**src/sv/kmsd_pkg.sv**
```systemverilog
// kmsd_pkg: shared constants, types and the report code rom for the key matrix scanner
// no dependencies
`timescale 1ns / 1ps
`default_nettype none

package kmsd_pkg;

  localparam int NUM_COLUMNS = 5;
  localparam int NUM_ROWS    = 8;

  localparam int COL_W  = 3;
  localparam int ROW_W  = 4;
  localparam int SC_W   = 6;
  localparam int CODE_W = 6;
  localparam int DB_W   = 8;
  localparam int LP_W   = 16;

  localparam int PADDR_W = 4;
  localparam int PDATA_W = 32;

  localparam logic [ROW_W-1:0] ROW_NONE  = 4'h0;
  localparam logic [ROW_W-1:0] ROW_MULTI = 4'hF;
  localparam logic [ROW_W-1:0] ROW_LAST  = 4'd8;

  localparam logic [DB_W-1:0] DEBOUNCE_RESET  = 8'd10;
  localparam logic [LP_W-1:0] LONG_RESET      = 16'd1000;
  localparam logic [SC_W-1:0] WATCHED_RESET   = 6'd0;

  // register indexes (word address bits)
  localparam logic [1:0] REG_DEBOUNCE = 2'd0;
  localparam logic [1:0] REG_LONG     = 2'd1;
  localparam logic [1:0] REG_WATCHED  = 2'd2;

  typedef enum logic [5:0] {
    PH_IDLE          = 6'b000001,
    PH_WAIT_PRESSED  = 6'b000010,
    PH_PRESSED       = 6'b000100,
    PH_WAIT_RELEASED = 6'b001000,
    PH_MULTI         = 6'b010000,
    PH_WAIT_MULTI    = 6'b100000
  } phase_t;

  typedef struct packed {
    logic [DB_W-1:0] debounce_ticks;
    logic [LP_W-1:0] long_press_ticks;
    logic [SC_W-1:0] watched_scan_code;
  } cfg_t;

  typedef struct packed {
    logic [COL_W-1:0]  column_index;
    logic              event_valid;
    logic              event_pressed;
    logic              event_long;
    logic [CODE_W-1:0] button_code;
    logic              watched_held;
  } res_t;

  // scan code to report code; codes not in the table (32 to 35 and past 39) read 0
  function automatic logic [CODE_W-1:0] report_rom(input logic [SC_W-1:0] sc);
    logic [CODE_W-1:0] c;
    case (sc)
      6'd0:  c = 6'd21;  6'd1:  c = 6'd22;  6'd2:  c = 6'd23;  6'd3:  c = 6'd24;
      6'd4:  c = 6'd25;  6'd5:  c = 6'd26;  6'd6:  c = 6'd27;  6'd7:  c = 6'd28;
      6'd8:  c = 6'd11;  6'd9:  c = 6'd3;   6'd10: c = 6'd1;   6'd11: c = 6'd50;
      6'd12: c = 6'd49;  6'd13: c = 6'd48;  6'd14: c = 6'd47;  6'd15: c = 6'd46;
      6'd16: c = 6'd40;  6'd17: c = 6'd37;  6'd18: c = 6'd34;  6'd19: c = 6'd31;
      6'd20: c = 6'd39;  6'd21: c = 6'd36;  6'd22: c = 6'd33;  6'd23: c = 6'd30;
      6'd24: c = 6'd45;  6'd25: c = 6'd44;  6'd26: c = 6'd43;  6'd27: c = 6'd42;
      6'd28: c = 6'd41;  6'd29: c = 6'd38;  6'd30: c = 6'd35;  6'd31: c = 6'd32;
      6'd36: c = 6'd29;  6'd37: c = 6'd9;   6'd38: c = 6'd7;   6'd39: c = 6'd5;
      default: c = 6'd0;
    endcase
    return c;
  endfunction

endpackage

`default_nettype wire

```
**src/sv/kmsd_rowcls.sv**
```systemverilog
// kmsd_rowcls: classes the active-low row sample as none, one row or several
// depends on kmsd_pkg
`timescale 1ns / 1ps
`default_nettype none

module kmsd_rowcls (
  input  wire logic [7:0]                  row_bits,
  output logic      [kmsd_pkg::ROW_W-1:0]  row_cls
);

  always_comb begin
    row_cls = kmsd_pkg::ROW_NONE;
    for (int r = 0; r < kmsd_pkg::NUM_ROWS; r++) begin
      if (!row_bits[r]) begin
        if (row_cls == kmsd_pkg::ROW_NONE) begin
          row_cls = kmsd_pkg::ROW_W'(r + 1);
        end else begin
          row_cls = kmsd_pkg::ROW_MULTI;
        end
      end
    end
  end

endmodule

`default_nettype wire

```
**src/sv/kmsd_seq.sv**
```systemverilog
// kmsd_seq: debounce counter, long-press counter and the scan phase sequencer
// depends on kmsd_pkg; produces one result per step
`timescale 1ns / 1ps
`default_nettype none

module kmsd_seq (
  input  wire logic                        clk,
  input  wire logic                        rst,
  input  wire logic                        step,
  input  wire logic [kmsd_pkg::ROW_W-1:0]  row_cls,
  input  wire kmsd_pkg::cfg_t              cfg,
  output kmsd_pkg::res_t                   res
);

  kmsd_pkg::phase_t                 phase, phase_next;
  logic [kmsd_pkg::COL_W-1:0]       column, column_next;
  logic [kmsd_pkg::ROW_W-1:0]       held_row, held_row_next;
  logic [kmsd_pkg::DB_W-1:0]        debounce_count, debounce_count_next;
  logic [kmsd_pkg::LP_W-1:0]        long_count, long_count_next;

  logic                             ev, ev_press, ev_long;
  logic                             cur_ok, nxt_ok;
  logic [kmsd_pkg::SC_W-1:0]        cur_sc, nxt_sc;
  logic [kmsd_pkg::CODE_W-1:0]      cur_code;

  // scan code of the held key, before and after this step
  assign cur_ok   = (held_row != kmsd_pkg::ROW_NONE) && (held_row <= kmsd_pkg::ROW_LAST);
  assign cur_sc   = {column, 3'(held_row - 4'd1)};
  assign cur_code = kmsd_pkg::report_rom(cur_sc);
  assign nxt_ok   = (held_row_next != kmsd_pkg::ROW_NONE) &&
                    (held_row_next <= kmsd_pkg::ROW_LAST);
  assign nxt_sc   = {column_next, 3'(held_row_next - 4'd1)};

  always_comb begin
    phase_next          = phase;
    column_next         = column;
    held_row_next       = held_row;
    debounce_count_next = debounce_count;
    long_count_next     = long_count;
    ev                  = 1'b0;
    ev_press            = 1'b0;
    ev_long             = 1'b0;
    if (debounce_count != '0) begin
      debounce_count_next = debounce_count - 8'd1;
    end else begin
      case (phase)
        kmsd_pkg::PH_WAIT_PRESSED: begin
          if (row_cls == held_row) begin
            phase_next      = kmsd_pkg::PH_PRESSED;
            ev              = 1'b1;
            ev_press        = 1'b1;
            long_count_next = cfg.long_press_ticks;
          end else begin
            phase_next          = kmsd_pkg::PH_MULTI;
            debounce_count_next = cfg.debounce_ticks;
          end
        end
        kmsd_pkg::PH_PRESSED: begin
          if (row_cls == kmsd_pkg::ROW_NONE) begin
            phase_next          = kmsd_pkg::PH_WAIT_RELEASED;
            debounce_count_next = cfg.debounce_ticks;
          end else if (row_cls != held_row) begin
            phase_next          = kmsd_pkg::PH_MULTI;
            debounce_count_next = cfg.debounce_ticks;
            ev                  = 1'b1;
          end else if (long_count != '0) begin
            long_count_next = long_count - 16'd1;
            if (long_count == 16'd1) begin
              ev       = 1'b1;
              ev_press = 1'b1;
              ev_long  = 1'b1;
            end
          end
        end
        kmsd_pkg::PH_WAIT_RELEASED: begin
          if (row_cls == kmsd_pkg::ROW_NONE) begin
            phase_next          = kmsd_pkg::PH_IDLE;
            debounce_count_next = cfg.debounce_ticks;
            ev                  = 1'b1;
          end else if (row_cls != held_row) begin
            phase_next          = kmsd_pkg::PH_MULTI;
            debounce_count_next = cfg.debounce_ticks;
          end
        end
        kmsd_pkg::PH_MULTI: begin
          if (row_cls == kmsd_pkg::ROW_NONE) begin
            phase_next          = kmsd_pkg::PH_WAIT_MULTI;
            debounce_count_next = cfg.debounce_ticks;
          end
        end
        kmsd_pkg::PH_WAIT_MULTI: begin
          phase_next = (row_cls == kmsd_pkg::ROW_NONE) ? kmsd_pkg::PH_IDLE
                                                        : kmsd_pkg::PH_MULTI;
          debounce_count_next = cfg.debounce_ticks;
        end
        default: begin
          phase_next = kmsd_pkg::PH_IDLE;
          if (row_cls == kmsd_pkg::ROW_NONE) begin
            if (column >= kmsd_pkg::COL_W'(kmsd_pkg::NUM_COLUMNS - 1)) begin
              column_next = '0;
            end else begin
              column_next = column + 3'd1;
            end
          end else if (row_cls == kmsd_pkg::ROW_MULTI) begin
            phase_next          = kmsd_pkg::PH_MULTI;
            debounce_count_next = cfg.debounce_ticks;
          end else begin
            phase_next          = kmsd_pkg::PH_WAIT_PRESSED;
            held_row_next       = row_cls;
            debounce_count_next = cfg.debounce_ticks;
          end
        end
      endcase
    end
  end

  // an event only goes out with a nonzero report code
  always_comb begin
    logic fire;
    fire                = ev && cur_ok && (cur_code != '0);
    res.column_index    = column_next;
    res.event_valid     = fire;
    res.event_pressed   = fire && ev_press;
    res.event_long      = fire && ev_long;
    res.button_code     = fire ? cur_code : '0;
    res.watched_held    = (phase_next == kmsd_pkg::PH_PRESSED) && nxt_ok &&
                          (nxt_sc == cfg.watched_scan_code);
  end

  always_ff @(posedge clk) begin
    if (rst) begin
      phase          <= kmsd_pkg::PH_IDLE;
      column         <= '0;
      held_row       <= '0;
      debounce_count <= '0;
      long_count     <= '0;
    end else if (step) begin
      phase          <= phase_next;
      column         <= column_next;
      held_row       <= held_row_next;
      debounce_count <= debounce_count_next;
      long_count     <= long_count_next;
    end
  end

endmodule

`default_nettype wire

```
**src/sv/key_matrix_scan_debounce.sv**
```systemverilog
// key_matrix_scan_debounce: top level with apb register file, sample register and
// result register; depends on kmsd_pkg, kmsd_rowcls, kmsd_seq
`timescale 1ns / 1ps
`default_nettype none

// channel   | handshake            | payload
// ----------+----------------------+----------------------------------------------
// input     | in_valid / in_ready  | row_bits (one request = one scan tick)
// result    | out_valid / out_ready| column_index, event_valid, event_pressed,
//           |                      | event_long, button_code, watched_held
// config    | apb psel/penable     | paddr, pwdata, prdata (regs at 0x0, 0x4, 0x8)
//
// a request waits in the sample register (row class stored) and
// is folded into the sequencer state as it moves into the result register;
// sustained rate is one request per cycle while out_ready is held high.
// the result register and sample register each advance whenever the stage
// after them is empty or being drained, so a stalled result holds at most
// one request behind it. reset is synchronous and clears the sequencer state,
// the valid flags and the config registers to their defaults.

module key_matrix_scan_debounce (
  input  wire logic                           clk,
  input  wire logic                           rst,
  // sample channel
  input  wire logic                           in_valid,
  output logic                                in_ready,
  input  wire logic [7:0]                     row_bits,
  // result channel
  output logic                                out_valid,
  input  wire logic                           out_ready,
  output logic [kmsd_pkg::COL_W-1:0]          column_index,
  output logic                                event_valid,
  output logic                                event_pressed,
  output logic                                event_long,
  output logic [kmsd_pkg::CODE_W-1:0]         button_code,
  output logic                                watched_held,
  // config port
  input  wire logic                           psel,
  input  wire logic                           penable,
  input  wire logic                           pwrite,
  input  wire logic [kmsd_pkg::PADDR_W-1:0]   paddr,
  input  wire logic [kmsd_pkg::PDATA_W-1:0]   pwdata,
  output logic      [kmsd_pkg::PDATA_W-1:0]   prdata,
  output logic                                pready
);

  kmsd_pkg::cfg_t               cfg;
  logic                         cfg_wr;
  logic [1:0]                   reg_idx;

  logic [kmsd_pkg::ROW_W-1:0]   row_cls_in;
  logic [kmsd_pkg::ROW_W-1:0]   sample_cls;
  logic                         sample_valid;
  logic                         advance;

  kmsd_pkg::res_t               res_comb;
  kmsd_pkg::res_t               res_reg;

  // ---------------- config registers ----------------
  assign pready  = 1'b1;
  assign reg_idx = paddr[3:2];
  assign cfg_wr  = psel && penable && pwrite && pready;

  always_ff @(posedge clk) begin
    if (rst) begin
      cfg.debounce_ticks    <= kmsd_pkg::DEBOUNCE_RESET;
      cfg.long_press_ticks  <= kmsd_pkg::LONG_RESET;
      cfg.watched_scan_code <= kmsd_pkg::WATCHED_RESET;
    end else if (cfg_wr) begin
      case (reg_idx)
        kmsd_pkg::REG_DEBOUNCE: cfg.debounce_ticks    <= pwdata[kmsd_pkg::DB_W-1:0];
        kmsd_pkg::REG_LONG:     cfg.long_press_ticks  <= pwdata[kmsd_pkg::LP_W-1:0];
        kmsd_pkg::REG_WATCHED:  cfg.watched_scan_code <= pwdata[kmsd_pkg::SC_W-1:0];
        default: ;
      endcase
    end
  end

  always_comb begin
    case (reg_idx)
      kmsd_pkg::REG_DEBOUNCE: prdata = 32'(cfg.debounce_ticks);
      kmsd_pkg::REG_LONG:     prdata = 32'(cfg.long_press_ticks);
      kmsd_pkg::REG_WATCHED:  prdata = 32'(cfg.watched_scan_code);
      default:                prdata = '0;
    endcase
  end

  // ---------------- sample register ----------------
  kmsd_rowcls u_rowcls (
    .row_bits (row_bits),
    .row_cls  (row_cls_in)
  );

  // sequencer steps as the sample moves into a free result slot
  assign advance  = sample_valid && (!out_valid || out_ready);
  assign in_ready = !sample_valid || advance;

  always_ff @(posedge clk) begin
    if (rst) begin
      sample_valid <= 1'b0;
    end else if (in_ready) begin
      sample_valid <= in_valid;
    end
  end

  always_ff @(posedge clk) begin
    if (in_valid && in_ready) begin
      sample_cls <= row_cls_in;
    end
  end

  // ---------------- sequencer ----------------
  kmsd_seq u_seq (
    .clk     (clk),
    .rst     (rst),
    .step    (advance),
    .row_cls (sample_cls),
    .cfg     (cfg),
    .res     (res_comb)
  );

  // ---------------- result register ----------------
  always_ff @(posedge clk) begin
    if (rst) begin
      out_valid <= 1'b0;
    end else if (advance) begin
      out_valid <= 1'b1;
    end else if (out_ready) begin
      out_valid <= 1'b0;
    end
  end

  always_ff @(posedge clk) begin
    if (advance) begin
      res_reg <= res_comb;
    end
  end

  assign column_index  = res_reg.column_index;
  assign event_valid   = res_reg.event_valid;
  assign event_pressed = res_reg.event_pressed;
  assign event_long    = res_reg.event_long;
  assign button_code   = res_reg.button_code;
  assign watched_held  = res_reg.watched_held;

endmodule

`default_nettype wire
```
**config.mk**
```make
export PLATFORM = sky130hd
export DESIGN_NAME = key_matrix_scan_debounce
export DESIGN_NICKNAME = d
export VERILOG_FILES = /design/src/sv/kmsd_pkg.sv /design/src/sv/kmsd_rowcls.sv /design/src/sv/kmsd_seq.sv /design/src/sv/key_matrix_scan_debounce.sv
export SDC_FILE = /design/constraint.sdc
export NUM_CORES = 1
export LEC_CHECK = 0
export BUFFER_PORTS_ARGS = -buffer_cell sky130_fd_sc_hd__buf_2
export CELL_PAD_IN_SITES_DETAIL_PLACEMENT = 1
export CELL_PAD_IN_SITES_GLOBAL_PLACEMENT = 1
export CORE_MARGIN = 2
export CORE_UTILIZATION = 41
export DETAILED_ROUTE_END_ITERATION = 10
export GPL_TIMING_DRIVEN = 0
export MAX_ROUTING_LAYER = met4
export PLACE_DENSITY_LB_ADDON = 0.1
export RECOVER_POWER = 50
export SYNTH_ARGS = -nofsm -noshare
export SYNTH_HDL_FRONTEND = slang
export SYNTH_SLANG_ARGS = --single-unit
```
**constraint.sdc**
```tcl
create_clock -name clk -period 3.7 [get_ports clk]
set_input_delay 0.37 -clock clk [delete_from_list [all_inputs] [get_ports clk]]
set_output_delay 0.37 -clock clk [all_outputs]
set_load 0.02 [all_outputs]
```
==> flow_metrics.env <==
export IMPL_place_ws_ns=-0.0330
export IMPL_area_growth_synth_to_final_pct=16.5
export IMPL_vias=5277
export IMPL_finalClockSkew_ns=0.00984
export IMPL_critPathLaunch="u_seq.held_row[0]$_SDFFE_PP0P_"
export IMPL_final_common_cell="nand2_1"
export IMPL_ys_types=69
export IMPL_layout_drive_gt1_share_pct=12.0
export IMPL_ir_drop_mv=0.237
export IMPL_overflow=0
export IMPL_start_util_pct=42.2
export IMPL_synth_area_um2=5320
export IMPL_endpoint_kind="flop"
export IMPL_status="completed"
export IMPL_yosys_area_top_type="dfxtp_1"
export IMPL_critPathSlowestCell="or3b_2"
export IMPL_arrival_ns=3.66
export IMPL_core_area_um2=12600
export IMPL_place_area_um2=5900
export IMPL_cp_max_fo=10
export IMPL_multi_input_area_um2=3160
export IMPL_fin_crit_ns=3.47
export IMPL_fin_crit_sh_pct=93.7
export IMPL_drv_slew=0
export IMPL_fin_area_um2=6200
export IMPL_grt_pass1_vias=5391
export IMPL_clk_pin_slew_ns=0.07
export IMPL_routed_wl_mm=17.5
export IMPL_grt_first_pass_wirelength_mm=28.9
export IMPL_die_height_um=118
export IMPL_io_buffers=61
export IMPL_synth_edf_count=17
export IMPL_critPathKind="reg -> reg"
export IMPL_hold_viol_final=0
export IMPL_setup_slack_ns=0.233
export IMPL_cts_buffer_depth=2
export IMPL_io_pins=99
export IMPL_hpwl_mm=13.2
export IMPL_final_util_pct=49.1
export IMPL_whs_ns=0.229
export IMPL_setup_viol=0
export IMPL_nNetsFinal=827
export IMPL_rsz0062_at_grt="true"
export IMPL_rows=41
export IMPL_ctsRootBufferMaster="clkbuf_16"
export IMPL_cts_made_buffers=9
export IMPL_ff_latch_area_um2=1890
export IMPL_antenna_cells=0
export IMPL_vias_per_cell=5.61
export IMPL_fmax_mhz=288
export IMPL_min_from="pwdata[9]"
export IMPL_required_ns=3.89
export IMPL_drc_errors=0
export IMPL_ys_top_cells_by_area="dfxtp_1, edfxtp_1, nand2_1"
export IMPL_numClockSinks=86
export IMPL_yosysTopAreaCellShare_pct=26.0
export IMPL_grt_usage_pct=26.5
export IMPL_dr_pass1_iters=4
export IMPL_die_area_um2=13900
export IMPL_grt_max_degree=23
export IMPL_ys_ff_latch=86
export IMPL_drv_cap=0
export IMPL_cts_max_level=3
export IMPL_p_leak_nw=2.38
export IMPL_worst_pin_slew_ns=1.17
export IMPL_r2r_start="u_seq.held_row[0]$_SDFFE_PP0P_"
export IMPL_fillCellCount=1629
export IMPL_antenna_found_initial=0
export IMPL_synth_async_reset_ratio_pct=0
export IMPL_synthFlopType="dfxtp_1"
export IMPL_gp_congestion=0.889
export IMPL_crit_chain="buf_2 -> inv_1 -> ha_1 -> inv_1 -> ha_1 -> clkbuf_2 -> or3b_2 -> o211ai_1 -> a22oi_1 -> o21ai_0 -> nor4_1 -> or4_1 -> a21oi_1"
export IMPL_startpoint_type="flop"
export IMPL_yosys_warnings=0
export IMPL_die_x_um=118
export IMPL_cts_tree="yes"
export IMPL_holdBufCountCts=0
export IMPL_syn_inst=674
export IMPL_clock_latency_ns=0.36
export IMPL_synth_area_per_cell_um2=7.89
export IMPL_yosysSeqAreaShare_pct=35.6
export IMPL_slowest_delay_ns=0.46
export IMPL_hold_path_class="in -> reg"
export IMPL_layout_common_cells="nand2_1, dfxtp_1, nor2_1, clkbuf_1, a21oi_1"
export IMPL_wl_per_cell_um=18.6
export IMPL_relSlewSlack_pct=22.1
export IMPL_pwr_density_cell_nw_per_um2=436
export IMPL_drtIter0Drc=276
export IMPL_ant_nets=0
-- timing repair --
action	4_1_cts	5_1_grt
setup endpoints to repair	1	3
setup buffers	0	1
pin swaps	0	0
gates resized for setup	1	6
-- final cells by class --
cell class	instances	share of cell area (%)
Clock buffer	9	3.63
Clock inverter	7	1.27
Sequential cell	86	30.5
Inverter	19	1.15
Timing Repair Buffer	63	4.66
Buffer	53	4.36
Tap cell	172	3.47
Multi-Input combinational cell	531	50.9
-- cell families (layout without fill, tap and decap cells) --
group                    Yosys count  after routing  share of synthesized area, %
AND/OR/NAND/NOR                  287            287                          26.6
AO/OA/AOI/OAI                    176            176                          21.0
buffers and inverters             72            151                          6.37
adder cells (fa/ha/maj)           14             14                          3.25
XOR/XNOR                          15             15                          2.47
other                              2             17                         0.141
multiplexers                      22             22                          4.63
flip-flops                        86             86                          35.6
-- routing by layer --
metal	GRT usage, %	share of wire, %	vias to the layer above
met5	-	0	-
met4	7.68	1.3	0
met3	3.00	3.1	16
met2	42.0	47	93
met1	35.8	48	2588
li1	-	-	2580
-- worst max-delay path, delay by kind of cell (launching register included) --
| kind | cells | cell delay [ns] |
|---|---|---|
| and+or+nand+nor | 3 | 0.98 |
| buffers and inverters | 4 | 0.74 |
| AOI/OAI and AO/OA | 4 | 0.62 |
| adders and majority gates | 2 | 0.61 |
| DFF | 1 | 0.36 |
-- report_power, final --
group | total (W) | leakage, nW | internal (W) | switching (W)
Clock | 0.000956 | 0.153 | 0.000534 | 0.000422
Combinational | 0.000719 | 1.51 | 0.000266 | 0.000452
Sequential | 0.00103 | 0.716 | 0.000991 | 0.0000355
-- through the flow --
stage                     power (W)  std cells  TNS [ns]
after floorplan             0.00154        689         0
after global placement      0.00171        922  -0.00955
after detailed placement    0.00173        923   -0.0330
after CTS                   0.00269        939         0
after global routing        0.00284        940   -0.0167
final                       0.00270        940         0
-- synthesized netlist by cell type, types with 3 or more instances --
| cell type | n |
|---|---|
| nand3_1 | 18 |
| a22oi_1 | 10 |
| inv_1 | 18 |
| nor4_1 | 3 |
| a211oi_1 | 7 |
| nor2_1 | 67 |
| and3_1 | 3 |
| nand2b_1 | 11 |
| dfxtp_1 | 69 |
| buf_2 | 4 |
| a2bb2oi_1 | 3 |
| o31ai_1 | 3 |
| mux2i_1 | 19 |
| o22ai_1 | 6 |
| nand4_1 | 10 |
| clkbuf_1 | 30 |
| nand3b_1 | 6 |
| or4_1 | 7 |
| xnor2_1 | 7 |
| a31oi_1 | 5 |
| and4_1 | 5 |
| a32oi_1 | 3 |
| a211o_1 | 5 |
| o211ai_1 | 5 |
| and2_1 | 11 |
| buf_4 | 17 |
| nor2b_1 | 15 |
| ha_1 | 13 |
| nor3b_1 | 6 |
| xor2_1 | 8 |
| nand2_1 | 94 |
| a21o_1 | 4 |
| o41ai_1 | 3 |
| a311oi_1 | 4 |
| a21oi_1 | 50 |
| edfxtp_1 | 17 |
| o21ai_0 | 48 |
| nor3_1 | 21 |
-- state kept, by name, indices dropped and copies added (netlist names), 4 cells and up --
register / count
button_code: 6
cfg: 30
sample_cls: 4
u_seq.debounce_count: 8
u_seq.held_row: 4
u_seq.long_count: 16
u_seq.phase: 6
-- worst paths after layout --
kind / to / slack, ns / depth (start not counted)
hold reg to reg: u_seq.long_count[14]$_SDFFE_PP0P_ / 0.49 / 2
setup reg to reg: event_pressed$_DFFE_PP_ / 0.23 / 13
setup / recovery: event_pressed$_DFFE_PP_ / 0.23 / 13
hold / removal: cfg[15]$_SDFFE_PP1P_ / 0.23 / 3
Note: power is estimated with default switching activity, not from simulation.
